File: config.mk
export PLATFORM = sky130hd
export DESIGN_NAME = dwdc_mult
export DESIGN_NICKNAME = d
export VERILOG_FILES = /design/src/rtl/core/dwdc_pkg.sv /design/src/rtl/core/dwdc_mult.sv
export SDC_FILE = /design/constraint.sdc
export NUM_CORES = 1
export LEC_CHECK = 0
export BUFFER_PORTS_ARGS = -buffer_cell sky130_fd_sc_hd__buf_2
export CAP_MARGIN = 20
export CORE_ASPECT_RATIO = 0.75
export CORE_MARGIN = 4
export CORE_UTILIZATION = 61
export CTS_BUF_LIST = sky130_fd_sc_hd__clkbuf_16
export CTS_CLUSTER_DIAMETER = 30
export DETAILED_ROUTE_END_ITERATION = 8
export PLACE_DENSITY = 0.8
export SLEW_MARGIN = 20
export SYNTH_ARGS = -nofsm -noshare
export SYNTH_HDL_FRONTEND = slang
export SYNTH_SLANG_ARGS = --single-unit
File: constraint.sdc
create_clock -name clk -period 9.45 [get_ports clk]
set_clock_uncertainty 0.15 [all_clocks]
set_input_delay 0.4725 -clock clk [delete_from_list [all_inputs] [get_ports clk]]
set_output_delay 0.4725 -clock clk [all_outputs]
set_load 0.005 [all_outputs]
File: src/rtl/core/dwdc_pkg.sv
// Shared types and constants for the depthwise 3x3 transposed convolution accumulator.
// No dependencies; the top level and dwdc_mult in rtl/core import this package.
package dwdc_pkg;

  localparam int SAMPLE_W    = 16;
  localparam int ACC_W       = 36;
  localparam int MULT_W      = 17;
  localparam int PROD_W      = 2 * MULT_W;
  localparam int ROW_ADDR_W  = 17;
  localparam int KERNEL_TAPS = 9;
  localparam int CFG_IDX_W   = 3;
  localparam int CFG_DATA_W  = 8;

  localparam logic [1:0] REQ_WEIGHT = 2'd0;
  localparam logic [1:0] REQ_PIXEL  = 2'd1;
  localparam logic [1:0] REQ_READ   = 2'd2;

  localparam logic [CFG_IDX_W-1:0] CFG_STRIDE_TWO = 3'd0;
  localparam logic [CFG_IDX_W-1:0] CFG_IN_HEIGHT  = 3'd1;
  localparam logic [CFG_IDX_W-1:0] CFG_IN_WIDTH   = 3'd2;
  localparam logic [CFG_IDX_W-1:0] CFG_OUT_HEIGHT = 3'd3;
  localparam logic [CFG_IDX_W-1:0] CFG_OUT_WIDTH  = 3'd4;

  localparam logic [3:0] LAST_TAP = 4'd8;
  localparam logic [1:0] LAST_COL = 2'd2;

  typedef enum logic [7:0] {
    ST_CLEAR = 8'b0000_0001,
    ST_IDLE  = 8'b0000_0010,
    ST_BASE  = 8'b0000_0100,
    ST_TAP   = 8'b0000_1000,
    ST_TOTAL = 8'b0001_0000,
    ST_READ  = 8'b0010_0000,
    ST_OUT   = 8'b0100_0000
  } state_t;

endpackage

File: src/rtl/core/dwdc_mult.sv
// Shared signed multiplier with a registered product, time-shared by the sequencer.
// Depends on dwdc_pkg for operand and product widths.
module dwdc_mult (
  input  logic                                clk,
  input  logic signed [dwdc_pkg::MULT_W-1:0]  op_a,
  input  logic signed [dwdc_pkg::MULT_W-1:0]  op_b,
  output logic signed [dwdc_pkg::PROD_W-1:0]  product
);
  import dwdc_pkg::*;

  always_ff @(posedge clk) begin
    product <= op_a * op_b;
  end

endmodule

==> flow_summary_export.csv <==
group,metric,value,unit
yosys,synth_area_leader_cell,"fa_1",
yosys,synth-main-ff-cell,"dfxtp_1",
yosys,ys_warn_count,0,
yosys,synth_seq_area_share,0.0585,
min_path,hold-path-cell-count,2,
yosys,synth_edf_count,0,
global_routing,antenna_found_initial,0,
yosys,yosysUniqueCellTypes,50,
clock_tree,clockBufferDepth,2,
yosys,ys_ff_latch,34,
global_routing,grt_pass1_wl,48000,um
place,gp_congestion,0.915,
clock_tree,path_clk_slew,0.08,ns
sta,tightest_slew,1.16,ns
drt,routed_wl,27600,um
place,io_buffers,68,
finish,fillers,1477,
yosys,syn_nets,1654,
drt,drt_iter0_markers,753,
floorplanning,pin_count,69,
finish,layout_commonest_cell,"inv_1",
worst_setup_path,crit_type,"in -> reg",
finish,syn_to_final_growth,5.77,%
sta,fmax,155,MHz
drt,dr.pass1.iters,5,
yosys,netlist_top_cells_area,"fa_1, inv_1, ha_1",
clock_tree,htree_num_levels,2,
clock_tree,root_buffer,"clkbuf_16",
sta,period_minus_slack,6.45,ns
finish,diodes,0,
sta,slew_headroom,0.221,
worst_setup_path,crit_end,"product[31]",
global_routing,first_global_vias,9215,
drt,ant_nets,0,
finish,fin_nets,1686,
clock_tree,postCtsSetupBuffers,0,
sta,tns,0,ns
drt,vias,8309,
clock_tree,cts_buffers,5,
global_routing,grt_max_degree,18,
min_path,hold_start,"op_a[0]",
floorplanning,die-area,21400,um2
floorplanning,die_h,128,um
finish,drive_gt1_frac,0.0645,
finish,reg.largest.list,"product: 34 flops",
worst_setup_path,endpoint_kind,"register",
global_routing,grt_overflow,0,
finish,largest-register,"product",
clock_tree,cts_tree,"yes",
yosys,async_flop_share,0,
outcome,status,"complete, no violations",
sta,rsz0062_at_grt,"false",
floorplanning,coreArea,18600,um2
drt,wire_per_inst,18.2,um
run,cap_violations,0,
finish,final_cell_mix,"inv_1, fa_1, and2_1, nand2_1, ha_1",
clock_tree,cts.sinks,34,
clock_tree,ctsHoldBuffers,0,
finish,largest_reg_flops,34,
sta,period_share,0.683,
sta,final_max_slew_viol_count,0,
worst_setup_path,cp_max_fo,17,
yosys,synth_top_area_frac,0.509,
worst_setup_path,crit_arrival,6.54,ns
finish,multi_input_area,9620,um2
floorplanning,start_util,0.625,
floorplanning,fp-row-count,43,
drt,drc_errors,0,
yosys,syn_inst,1238,
yosys,synth_area,11600,um2
finish,ff_latch_area,681,um2
floorplanning,die_w,167,um
sta,holdWs,0.432,ns
worst_setup_path,cp.required,9.54,ns
global_routing,grt_usage,0.285,
min_path,hold_class,"in -> reg",
sta,hold_viol_final,0,
clock_tree,cts_resized,0,
drt,vias_per_cell,5.47,
sta,finalSetupViolCount,0,
yosys,avgSynthCellArea,9.40,um2
place,detailed_place_hpwl,22900,um
worst_setup_path,startpoint_type,"input port",
worst_setup_path,critPathLaunch,"op_b[2]",
==> area by class of cell <==
| class | instances | area share |
|---|---|---|
| well taps | 247 | 0.0251 |
| multi-input cells | 850 | 0.781 |
| flip-flops and latches | 34 | 0.0553 |
| clock buffers | 5 | 0.0102 |
| clock inverters | 3 | 0.00559 |
| repair buffers | 68 | 0.0277 |
| inverters | 311 | 0.0948 |
==> cells by family after synthesis <==
kind of cell | synth area share
flip-flops | 0.0585
XOR/XNOR | 0.0226
buffers and inverters | 0.115
AND/OR/NAND/NOR | 0.154
multiplexers | 0.000860
adder cells (fa/ha/maj) | 0.601
AO/OA/AOI/OAI | 0.0480
==> per-stage QoR <==
stage	instance area [um2]	util	instances	worst slack [ns]
floorplan	11600	-	1238	2.99
global route	12300	0.661	1518	2.69
CTS	12300	0.661	1518	3.03
detailed placement	12100	0.651	1510	2.76
global placement	12100	0.651	1510	2.84
finish	12300	0.661	1518	3.00
==> Yosys cell counts, drive strengths merged (2+ instances only) <==
| library cell | instances |
|---|---|
| inv | 311 |
| fa | 296 |
| and2 | 148 |
| nand2 | 142 |
| ha | 85 |
| clkbuf | 40 |
| dfxtp | 34 |
| nor2 | 32 |
| xnor2 | 26 |
| o21ai | 20 |
| a21oi | 18 |
| a21o | 11 |
| nand3 | 8 |
| o21a | 6 |
| a31oi | 5 |
| nand4 | 5 |
| a211oi | 4 |
| nor2b | 4 |
| nor3 | 4 |
| o211ai | 4 |
| xor2 | 4 |
| buf | 3 |
| nand2b | 3 |
| a221oi | 2 |
| and3 | 2 |
| and4 | 2 |
| nand3b | 2 |
| nor3b | 2 |
| o2111ai | 2 |
| o21bai | 2 |
==> layer usage <==
layer / share of wire / vias up / global-route usage
met3: 0.11 / 35 / 0.0770
met4: 0.012 / 0 / 0.0510
met5: 0 / - / 0
met2: 0.44 / 378 / 0.427
li1: - / 3681 / -
met1: 0.44 / 4215 / 0.429
==> how the worst min path moves through the flow <==
| stage | to | slack (ns) |
|---|---|---|
| after floorplan | product[0] | 0.44 |
| after global placement | product[8] | 0.70 |
| after detailed placement | product[22] | 0.70 |
| after CTS | product[0] | 0.42 |
| after global routing | product[0] | 0.45 |
| final | product[0] | 0.43 |
==> critical path, cell delays in order <==
cell and delay (ns):
buf_2 0.33, nand2_1 0.17, fa_1 0.54, fa_1 0.52, fa_1 0.54, inv_1 0.07, fa_1 0.53, fa_1 0.51
inv_1 0.05, fa_1 0.48, inv_1 0.04, ha_1 0.42, and4_1 0.30, nand4_1 0.10, o21bai_1 0.22, a311oi_1 0.57
or4b_4 0.24, a31oi_4 0.10, o21bai_1 0.17, xor2_1 0.14
Power is left out: the tool's default activity adds up to more than one toggle a clock period on the data nets, which glitch-free logic cannot reach.
